==> src/rtl/pmrt_pkg.sv <==
// Shared constants and types for the pulse meter rate and total block.
package pmrt_pkg;

	localparam int METERS_DEF  = 5;
	localparam int HISTORY_DEF = 5;

	localparam int CNT_W    = 5;
	localparam int PPU_REGS = 5;

	localparam logic [2:0] REG_INTERVAL = 3'd5;
	localparam logic [2:0] REG_IDLE     = 3'd6;

	localparam logic [15:0] PPU_RESET      = 16'd1000;
	localparam logic [7:0]  INTERVAL_RESET = 8'd10;
	localparam logic [5:0]  IDLE_RESET     = 6'd30;

	localparam logic [29:0] RATE_SCALE = 30'd921600000;
	localparam logic [9:0]  MILLI      = 10'd1000;
	localparam logic [5:0]  LINE_MAX   = 6'd63;
	localparam logic [31:0] MAX32      = 32'hFFFF_FFFF;
	localparam logic [47:0] MAX48      = 48'hFFFF_FFFF_FFFF;

	typedef struct packed {
		logic [7:0] interval;
		logic [5:0] idle_limit;
	} cfg_t;

	typedef struct packed {
		logic [31:0]      total_seen;
		logic [31:0]      first_total;
		logic [47:0]      base;
		logic [5:0]       lines;
		logic [CNT_W-1:0] wpos;
		logic [CNT_W-1:0] fill;
		logic [31:0]      avg;
		logic             first_rep;
	} st_t;

	localparam st_t ST_INIT = '{
		total_seen: 32'd0, first_total: 32'd0, base: 48'd0, lines: 6'd0,
		wpos: '0, fill: '0, avg: 32'd0, first_rep: 1'b1
	};

endpackage

==> src/rtl/pmrt_div.sv <==
// Shared restoring divider, one quotient bit per cycle.
module pmrt_div
	import pmrt_pkg::*;
(
	input  logic        clk,
	input  logic        arst_n,
	input  logic        start,
	input  logic [47:0] dividend,
	input  logic [31:0] divisor,
	output logic        busy,
	output logic        done,
	output logic [47:0] quotient
);

	logic        busy_q;
	logic        done_q;
	logic [5:0]  cnt_q;
	logic [31:0] rem_q;
	logic [47:0] quo_q;
	logic [31:0] div_q;
	logic [32:0] trial;
	logic        fits;

	assign trial = {rem_q, quo_q[47]};
	assign fits  = trial >= {1'b0, div_q};

	always_ff @(posedge clk or negedge arst_n) begin
		if (!arst_n) begin
			busy_q <= 1'b0;
			done_q <= 1'b0;
			cnt_q  <= '0;
		end else begin
			done_q <= busy_q && !start && (cnt_q == 6'd47);
			if (start) begin
				busy_q <= 1'b1;
				cnt_q  <= '0;
			end else if (busy_q) begin
				cnt_q <= cnt_q + 6'd1;
				if (cnt_q == 6'd47)
					busy_q <= 1'b0;
			end
		end
	end

	always_ff @(posedge clk) begin
		if (start) begin
			quo_q <= dividend;
			rem_q <= '0;
			div_q <= divisor;
		end else if (busy_q) begin
			rem_q <= fits ? 32'(trial - {1'b0, div_q}) : trial[31:0];
			quo_q <= {quo_q[46:0], fits};
		end
	end

	assign busy     = busy_q;
	assign done     = done_q;
	assign quotient = quo_q;

endmodule

==> src/rtl/pmrt_cfg.sv <==
// Configuration registers with the per-meter pulses-per-unit lookup.
module pmrt_cfg
	import pmrt_pkg::*;
#(
	parameter int METERS = METERS_DEF,
	parameter int MW     = 3
) (
	input  logic          clk,
	input  logic          arst_n,
	input  logic          cfg_valid,
	output logic          cfg_ready,
	input  logic [2:0]    cfg_index,
	input  logic [15:0]   cfg_data,
	input  logic [MW-1:0] sel,
	output logic [15:0]   ppu_sel,
	output cfg_t          cfg
);

	logic [15:0] ppu_q [METERS];
	cfg_t        cfg_q;

	always_ff @(posedge clk or negedge arst_n) begin
		if (!arst_n) begin
			for (int i = 0; i < METERS; i++) begin
				ppu_q[i] <= PPU_RESET;
			end
			cfg_q.interval   <= INTERVAL_RESET;
			cfg_q.idle_limit <= IDLE_RESET;
		end else if (cfg_valid) begin
			case (cfg_index)
				REG_INTERVAL: begin
					cfg_q.interval <= cfg_data[7:0];
				end
				REG_IDLE: begin
					cfg_q.idle_limit <= cfg_data[5:0];
				end
				default: begin
					for (int i = 0; i < METERS; i++) begin
						if ({1'b0, cfg_index} == 4'(i) && 32'(cfg_index) < PPU_REGS)
							ppu_q[i] <= cfg_data;
					end
				end
			endcase
		end
	end

	assign cfg_ready = 1'b1;
	assign ppu_sel   = ppu_q[sel];
	assign cfg       = cfg_q;

endmodule

==> src/rtl/pulse_meter_rate_and_total_top.sv <==
// Each report line uses the shared divider for up to four divisions (counter wrap, rate,
// history mean, and meter reading), and the history mean walks the filled entries of the
// history memory, reading and then accumulating each entry. The per-meter state sits in
// one memory and the usage history in another, both read through a registered read port.
// A new report is taken once the previous one has been written back, even while its
// result still waits in the output register. No clearing pass is needed after reset.
module pulse_meter_rate_and_total_top
	import pmrt_pkg::*;
#(
	parameter int METERS  = METERS_DEF,
	parameter int HISTORY = HISTORY_DEF
) (
	input  logic        clk,
	input  logic        arst_n,
	input  logic        in_valid,
	output logic        in_stall,
	input  logic [2:0]  meter_index,
	input  logic [15:0] pulses_in_interval,
	input  logic [31:0] total_pulse_count,
	output logic        out_valid,
	input  logic        out_stall,
	output logic [2:0]  meter_index_out,
	output logic [31:0] average_usage,
	output logic [47:0] counter_milli,
	input  logic        cfg_valid,
	output logic        cfg_ready,
	input  logic [2:0]  cfg_index,
	input  logic [15:0] cfg_data
);

	localparam int MW    = (METERS > 1) ? $clog2(METERS) : 1;
	localparam int HD    = METERS * HISTORY;
	localparam int HAW   = (HD > 1) ? $clog2(HD) : 1;
	localparam int SUM_W = 32 + CNT_W;

	typedef enum logic [17:0] {
		S_IDLE  = 18'h00001,
		S_RD    = 18'h00002,
		S_LOAD  = 18'h00004,
		S_WGO   = 18'h00008,
		S_WWAIT = 18'h00010,
		S_WADD  = 18'h00020,
		S_PCHK  = 18'h00040,
		S_RGO   = 18'h00080,
		S_RWAIT = 18'h00100,
		S_HWR   = 18'h00200,
		S_SRD   = 18'h00400,
		S_SACC  = 18'h00800,
		S_AGO   = 18'h01000,
		S_AWAIT = 18'h02000,
		S_OCHK  = 18'h04000,
		S_OGO   = 18'h08000,
		S_OWAIT = 18'h10000,
		S_EMIT  = 18'h20000
	} state_t;

	state_t state_q, state_d;

	logic [2:0]        m_q;
	logic [15:0]       pulses_q;
	logic [31:0]       total_q;
	st_t               st_q;
	st_t               st_cur;
	st_t               st_ld;
	st_t               srd_q;
	logic [METERS-1:0] vld_q;
	logic [13:0]       lint_q;
	logic [HAW-1:0]    hbase_q;
	logic [31:0]       diff_q;
	logic [47:0]       milli_q;
	logic [31:0]       rate_q;
	logic [CNT_W-1:0]  k_q;
	logic [SUM_W-1:0]  sum_q;
	logic [31:0]       hdata_q;
	logic              emit_q;
	logic              out_valid_q;
	logic [2:0]        mo_q;
	logic [31:0]       avg_o_q;
	logic [47:0]       cnt_o_q;

	st_t         smem [METERS];
	logic [31:0] hmem [HD];

	logic [3:0]     m_ext;
	logic [MW-1:0]  m_idx;
	logic [15:0]    ppu_sel;
	cfg_t           cfg;
	logic [5:0]     lines_n;
	logic [31:0]    last;
	logic [31:0]    first_n;
	logic           emit_c;
	logic           out_free;
	logic [41:0]    milli_prod;
	logic [45:0]    rate_num;
	logic [29:0]    rate_den;
	logic [48:0]    sat_sum;
	logic [47:0]    sat_out;
	logic           div_start;
	logic [47:0]    div_a;
	logic [31:0]    div_b;
	logic           div_busy;
	logic           div_done;
	logic [47:0]    div_q;
	logic [HAW-1:0] haddr_w;
	logic [HAW-1:0] haddr_r;

	pmrt_cfg #(
		.METERS (METERS),
		.MW     (MW)
	) u_cfg (
		.clk       (clk),
		.arst_n    (arst_n),
		.cfg_valid (cfg_valid),
		.cfg_ready (cfg_ready),
		.cfg_index (cfg_index),
		.cfg_data  (cfg_data),
		.sel       (m_idx),
		.ppu_sel   (ppu_sel),
		.cfg       (cfg)
	);

	pmrt_div u_div (
		.clk      (clk),
		.arst_n   (arst_n),
		.start    (div_start),
		.dividend (div_a),
		.divisor  (div_b),
		.busy     (div_busy),
		.done     (div_done),
		.quotient (div_q)
	);

	assign m_ext    = {1'b0, m_q};
	assign m_idx    = m_ext[MW-1:0];
	assign out_free = !out_valid_q || !out_stall;
	assign in_stall = (state_q != S_IDLE);

	assign st_cur  = vld_q[m_idx] ? srd_q : ST_INIT;
	assign lines_n = (st_cur.lines < LINE_MAX) ? st_cur.lines + 6'd1 : st_cur.lines;
	assign last    = st_cur.total_seen;
	assign first_n = (st_q.first_total == 32'd0) ? total_q : st_q.first_total;
	assign emit_c  = (total_q != 32'd0) || st_q.first_rep;

	always_comb begin
		st_ld            = st_cur;
		st_ld.lines      = lines_n;
		st_ld.total_seen = total_q;
	end

	assign milli_prod = diff_q * MILLI;
	assign rate_num   = RATE_SCALE * pulses_q;
	assign rate_den   = lint_q * ppu_sel;

	assign sat_sum = {1'b0, st_q.base} + {1'b0, milli_q};
	assign sat_out = sat_sum[48] ? MAX48 : sat_sum[47:0];

	assign haddr_w = hbase_q + HAW'(st_q.wpos);
	assign haddr_r = hbase_q + HAW'(k_q);

	always_comb begin
		div_start = 1'b0;
		div_a     = '0;
		div_b     = '0;
		case (state_q)
			S_WGO, S_OGO: begin
				div_a     = 48'(milli_prod);
				div_b     = 32'(ppu_sel);
				div_start = (diff_q != 32'd0) && (ppu_sel != 16'd0);
			end
			S_RGO: begin
				div_a     = 48'(rate_num);
				div_b     = 32'(rate_den);
				div_start = (rate_den != 30'd0);
			end
			S_AGO: begin
				div_a     = 48'(sum_q);
				div_b     = 32'(st_q.fill);
				div_start = 1'b1;
			end
			default: begin
				div_start = 1'b0;
			end
		endcase
	end

	always_comb begin
		state_d = state_q;
		case (state_q)
			S_IDLE: begin
				if (in_valid && 32'(meter_index) < METERS)
					state_d = S_RD;
			end
			S_RD: begin
				state_d = S_LOAD;
			end
			S_LOAD: begin
				state_d = (total_q < last) ? S_WGO : S_PCHK;
			end
			S_WGO: begin
				state_d = div_start ? S_WWAIT : S_WADD;
			end
			S_WWAIT: begin
				if (div_done)
					state_d = S_WADD;
			end
			S_WADD: begin
				state_d = S_PCHK;
			end
			S_PCHK: begin
				state_d = (pulses_q != 16'd0) ? S_RGO : S_OCHK;
			end
			S_RGO: begin
				state_d = div_start ? S_RWAIT : S_HWR;
			end
			S_RWAIT: begin
				if (div_done)
					state_d = S_HWR;
			end
			S_HWR: begin
				state_d = S_SRD;
			end
			S_SRD: begin
				state_d = S_SACC;
			end
			S_SACC: begin
				state_d = (k_q + 5'd1 == st_q.fill) ? S_AGO : S_SRD;
			end
			S_AGO: begin
				state_d = S_AWAIT;
			end
			S_AWAIT: begin
				if (div_done)
					state_d = S_OCHK;
			end
			S_OCHK: begin
				state_d = emit_c ? S_OGO : S_EMIT;
			end
			S_OGO: begin
				state_d = div_start ? S_OWAIT : S_EMIT;
			end
			S_OWAIT: begin
				if (div_done)
					state_d = S_EMIT;
			end
			S_EMIT: begin
				if (out_free)
					state_d = S_IDLE;
			end
			default: begin
				state_d = S_IDLE;
			end
		endcase
	end

	always_ff @(posedge clk or negedge arst_n) begin
		if (!arst_n) begin
			state_q     <= S_IDLE;
			out_valid_q <= 1'b0;
			vld_q       <= '0;
		end else begin
			state_q <= state_d;
			if (state_q == S_EMIT && out_free) begin
				vld_q[m_idx] <= 1'b1;
				out_valid_q  <= emit_q;
			end else if (out_valid_q && !out_stall) begin
				out_valid_q <= 1'b0;
			end
		end
	end

	always_ff @(posedge clk) begin
		case (state_q)
			S_IDLE: begin
				m_q      <= meter_index;
				pulses_q <= pulses_in_interval;
				total_q  <= total_pulse_count;
			end
			S_LOAD: begin
				st_q    <= st_ld;
				lint_q  <= 14'(lines_n) * 14'(cfg.interval);
				hbase_q <= HAW'(32'(m_idx) * HISTORY);
				diff_q  <= (last > st_cur.first_total) ?
				           last - st_cur.first_total : 32'd0;
			end
			S_WGO, S_OGO: begin
				if (!div_start)
					milli_q <= (diff_q == 32'd0) ? 48'd0 : MAX48;
			end
			S_WWAIT, S_OWAIT: begin
				if (div_done)
					milli_q <= div_q;
			end
			S_WADD: begin
				st_q.base        <= sat_out;
				st_q.first_total <= total_q;
			end
			S_PCHK: begin
				if (pulses_q == 16'd0 && st_q.lines > cfg.idle_limit) begin
					st_q.lines <= 6'd0;
					st_q.wpos  <= '0;
					st_q.fill  <= '0;
					st_q.avg   <= 32'd0;
				end
			end
			S_RGO: begin
				if (!div_start)
					rate_q <= MAX32;
			end
			S_RWAIT: begin
				if (div_done)
					rate_q <= (|div_q[47:32]) ? MAX32 : div_q[31:0];
			end
			S_HWR: begin
				st_q.lines <= 6'd0;
				st_q.wpos  <= (st_q.wpos == CNT_W'(HISTORY - 1)) ? '0 : st_q.wpos + 5'd1;
				if (st_q.fill < CNT_W'(HISTORY))
					st_q.fill <= st_q.fill + 5'd1;
				k_q   <= '0;
				sum_q <= '0;
			end
			S_SACC: begin
				sum_q <= sum_q + SUM_W'(hdata_q);
				k_q   <= k_q + 5'd1;
			end
			S_AWAIT: begin
				if (div_done)
					st_q.avg <= div_q[31:0];
			end
			S_OCHK: begin
				emit_q <= emit_c;
				if (emit_c) begin
					st_q.first_rep   <= 1'b0;
					st_q.first_total <= first_n;
					diff_q           <= (total_q > first_n) ? total_q - first_n : 32'd0;
				end
			end
			S_EMIT: begin
				if (out_free && emit_q) begin
					mo_q    <= m_q;
					avg_o_q <= st_q.avg;
					cnt_o_q <= sat_out;
				end
			end
			default: begin
			end
		endcase
	end

	always_ff @(posedge clk) begin
		if (state_q == S_EMIT && out_free)
			smem[m_idx] <= st_q;
		srd_q <= smem[m_idx];
	end

	always_ff @(posedge clk) begin
		if (state_q == S_HWR)
			hmem[haddr_w] <= rate_q;
		hdata_q <= hmem[haddr_r];
	end

	assign out_valid       = out_valid_q;
	assign meter_index_out = mo_q;
	assign average_usage   = avg_o_q;
	assign counter_milli   = cnt_o_q;

`ifndef SYNTHESIS
	a_div_idle: assert property (@(posedge clk) disable iff (!arst_n)
		div_start |-> !div_busy)
		else $error("Divider started while busy.");

	a_emit_done: assert property (@(posedge clk) disable iff (!arst_n)
		(state_q == S_EMIT && out_free) |=> (state_q == S_IDLE))
		else $error("Write-back did not return to idle.");

	a_walk_fill: assert property (@(posedge clk) disable iff (!arst_n)
		(state_q == S_SACC) |-> (st_q.fill != '0))
		else $error("History walk with an empty history.");

	a_out_from_emit: assert property (@(posedge clk) disable iff (!arst_n)
		$rose(out_valid_q) |-> $past(state_q == S_EMIT))
		else $error("Result raised outside write-back.");
`endif

endmodule
==> config.mk <==
export PLATFORM = sky130hd
export DESIGN_NAME = pulse_meter_rate_and_total_top
export DESIGN_NICKNAME = d
export VERILOG_FILES = /design/src/rtl/pmrt_pkg.sv /design/src/rtl/pmrt_div.sv /design/src/rtl/pmrt_cfg.sv /design/src/rtl/pulse_meter_rate_and_total_top.sv
export SDC_FILE = /design/constraint.sdc
export NUM_CORES = 2
export LEC_CHECK = 0
export BUFFER_PORTS_ARGS = -buffer_cell sky130_fd_sc_hd__buf_4
export CORE_MARGIN = 2
export CORE_UTILIZATION = 36
export DETAILED_ROUTE_END_ITERATION = 8
export GPL_TIMING_DRIVEN = 1
export SYNTH_ARGS = -nofsm -noshare
export SYNTH_HDL_FRONTEND = slang
export SYNTH_SLANG_ARGS = --single-unit
==> constraint.sdc <==
create_clock -name clk -period 39 [get_ports clk]
set_clock_uncertainty 0.05 [all_clocks]
set_input_delay 9.75 -clock clk [delete_from_list [all_inputs] [get_ports clk]]
set_output_delay 9.75 -clock clk [all_outputs]
set_load 0.02 [all_outputs]
==> impl_results.md <==
- Flops & latches, synth: 2,503
- Slew margin rel.: 17.2%
- Yosys top cell by area: edfxtp_1
- Ys Warns: 0
- Final core area utilization: 40.9%
- Core Region: 339,000 sq um
- Final GP Congestion: 0.926
- Die W: 587 um
- Post-synth EDFFs: 2,152
- Synth Net Count: 9,738
- Buffers on Ports: 159
- Cell chain of the critical path: nor3_1 -> and2_1 -> nand3_1 -> nor3_1 -> nand3b_1 -> buf_4
- Slowest cell on crit path: dfrtp_1
- Max Root-Sink Buffers: 4
- Fin crit share: 32.8%
- Synth top area cells: edfxtp_1 53%, fa_1 7.0%, ha_1 5.8%
- DIE AREA: 345,000 sq um
- WS Path Type: flop to output pin
- Initial core utilization: 36.1%
- Syn Std Cell Area: 123,000 sq um
- Synth unique cells: 96
- H-tree depth: 5
- Detail Route Antenna Nets: 0
- Max Cap Viol: 0
- Number of CTS-inserted buffers: 273
- Vias in the first global route: 75.7k
- Post-CTS sizing: 0
- Largest net degree at the start of global routing: 133
- Worst slew pin tran: 1.23 ns
- Ys async rst share: 5.03%
- Final WS setup: 26.20 ns
- Top post-synthesis cells by count: 2,152 x edfxtp_1, 663 x inv_1, 566 x ha_1
- Routed wire length: 331,000 um
- Drt pass-1 iters: 6
- GRT Total Usage: 18.8%
- CTS Sinks: 2,503
- Starting DRT DRC Count: 7,161
- Worst setup SP type: flop
- Final Hold Fails: 0
- Layout net count: 9,945
- Worst hold path type: flop to flop
- DRC violations left: 0
- Prevailing post-synth register cell: edfxtp_1
- Status: finished, final reports clean
- TritonCTS clock tree: yes
- Final slew viol count: 0
- Max Clock Freq: 0.0781 GHz
- Ratio of cells with drive above 1 in the final layout: 14.9%
- Worst-path maximum fanout: 8
- Gate Count Post-Synth: 8,666
- Initial antenna violation count: 24
- Final Critical Period: 12.80 ns
- Dpl ws: 25.52 ns
- Most common cell in the netlist: edfxtp_1
- Top Ports: 161
- CP Data Arrival Time: 3.00 ns
- Vias/cell: 5.40
- Die Span Y: 587 um
- Setup Buffers After CTS: 0
- Worst-path clk slew: 0.06 ns
- CTS Root Cell: clkbuf_16
- Total gr overflow: 0
- Final setup fails: 0
- Post-DP HPWL: 212,000 um
- Yosys top cell area share: 52.7%
- Avg Cell Area, Syn: 14.1 sq um
- First-pass GRT wire length: 493,000 um
- DR vias: 73.7k
- CP Buf/Inv Count: 1
- WP data required: 29.20 ns
- CP Capture Type: output pin
- RSZ-0062 raised after global routing: false
- DR WL/cell: 24.2 um
- Worst-Skew Late Latency: 0.89 ns
- CTS hold repair buffers: 0
- CP delay by family, top: simple AND/OR/NAND/NOR gates
- Max stage delay on crit path: 0.49 ns
- Area delta synth->final: 13.2%
- Register area share after synthesis: 59.0%
- FP Rows: 214
- Most used cell, CP: nor3_1
- Final setup TNS: 0 ns
-- kinds of logic (layout without fill, tap and decap cells) --
family / Yosys count / in the layout / synth area share [%]
xor+xnor: 276 / 276 / 1.98
flops: 2503 / 2503 / 59.0
compound gates: 1690 / 1690 / 9.10
fa+ha+maj: 997 / 997 / 12.8
buf+inv: 1015 / 1446 / 3.17
other cells: 1 / 6 / 0.00306
simple gates: 1586 / 1586 / 6.24
mux: 598 / 598 / 7.67
-- worst paths after layout --
path	cells after the start	start	to	slack (ns)
setup / recovery	6	state_q[16]	in_stall	26.20
hold / removal	2	smem[2][87]	srd_q[87]	0.39
setup reg to reg	25	m_idx[0]	u_div.div_q[10]	28.27
hold reg to reg	2	smem[2][87]	srd_q[87]	0.39
max in group asynchronous	2	arst_n	u_div.busy	28.64
min in group asynchronous	1	arst_n	u_cfg.ppu_q[61]	8.85
-- final cells by class --
class                           count  area, sq um
Multi-Input combinational cell   5148        46800
Tap cell                         4536         5680
Antenna cell                        5         12.5
Sequential cell                  2503        72300
Inverter                          667         2510
Clock inverter                    133         1590
Timing Repair Buffer              280         2180
Clock buffer                      366         7610
Fill cell                       30700       201000
-- per-layer routing --
| metal | global-route usage [%] | vias up | routed length, um |
|---|---|---|---|
| met2 | 31.5 | 2441 | 160000 |
| li1 | - | 32700 | - |
| met1 | 25.5 | 38100 | 142000 |
| met4 | 5.24 | 4 | 9680 |
| met3 | 2.47 | 487 | 19300 |
| met5 | 0 | - | 27 |
-- per-stage QoR --
stage                     instance area, sq um  instances  hold WS, ns
after global routing                    139000      13600        0.416
after CTS                               139000      13600        0.390
after detailed placement                129000      13100        0.402
final                                   139000      13600        0.390
after floorplan                         123000       8666        0.380
after global placement                  129000      13100        0.396
-- registers in the layout, indices dropped and copies added (netlist names), 16 cells and up --
| signal | flops |
|---|---|
| sum_q | 37 |
| total_q | 32 |
| diff_q | 32 |
| u_div.rem_q | 32 |
| u_div.quotient | 48 |
| smem | 805 |
| hdata_q | 32 |
| rate_q | 32 |
| srd_q | 161 |
| pulses_q | 16 |
| state_q | 18 |
| u_cfg.ppu_q | 80 |
| milli_q | 48 |
| hmem | 800 |
| average_usage | 32 |
| st_q | 161 |
| counter_milli | 48 |
| u_div.div_q | 30 |
-- placed cells by master (no fill, tap or decap), drive strengths merged, types with 34 or more instances in the layout --
| cell | instances |
|---|---|
| mux2 | 252 |
| nor2 | 357 |
| nor4 | 38 |
| a221o | 38 |
| o21a | 85 |
| nand3 | 114 |
| fa | 431 |
| o22ai | 38 |
| nor2b | 65 |
| and3 | 41 |
| nand4 | 56 |
| mux4 | 240 |
| nor3 | 59 |
| o21bai | 34 |
| a21oi | 357 |
| mux2i | 106 |
| inv | 678 |
| xnor2 | 153 |
| and2 | 102 |
| nand2 | 528 |
| nand2b | 90 |
| dfrtp | 89 |
| ha | 566 |
| clkinv | 87 |
| xor2 | 123 |
| dfxtp | 225 |
| a21o | 137 |
| a22o | 35 |
| a211oi | 63 |
| a22oi | 297 |
| clkbuf | 366 |
| o21ai | 412 |
| dfstp | 37 |
| buf | 280 |
| edfxtp | 2152 |
| or3 | 54 |
-- worst reg2reg max path: stages (launching register included) --
cell,delay [ns]
edfxtp_1,1.08
buf_12,0.67
mux4_2,0.63
nand2_1,0.10
nand2_1,0.45
nand2_1,0.27
fa_1,0.43
fa_1,0.47
fa_1,0.51
fa_1,0.57
fa_1,0.43
fa_1,0.49
inv_1,0.04
ha_1,0.37
o21ai_1,0.14
a21o_1,0.21
or3_1,0.35
o21a_2,0.24
o311ai_1,0.32
xnor2_1,0.20
o2111ai_1,0.15
and4bb_1,0.35
nand4_4,0.25
a21boi_4,0.58
inv_4,0.40
buf_4,0.52
Power is not shown: default switching activity piles up to over one toggle a cycle in this logic, so the estimate is an artifact.
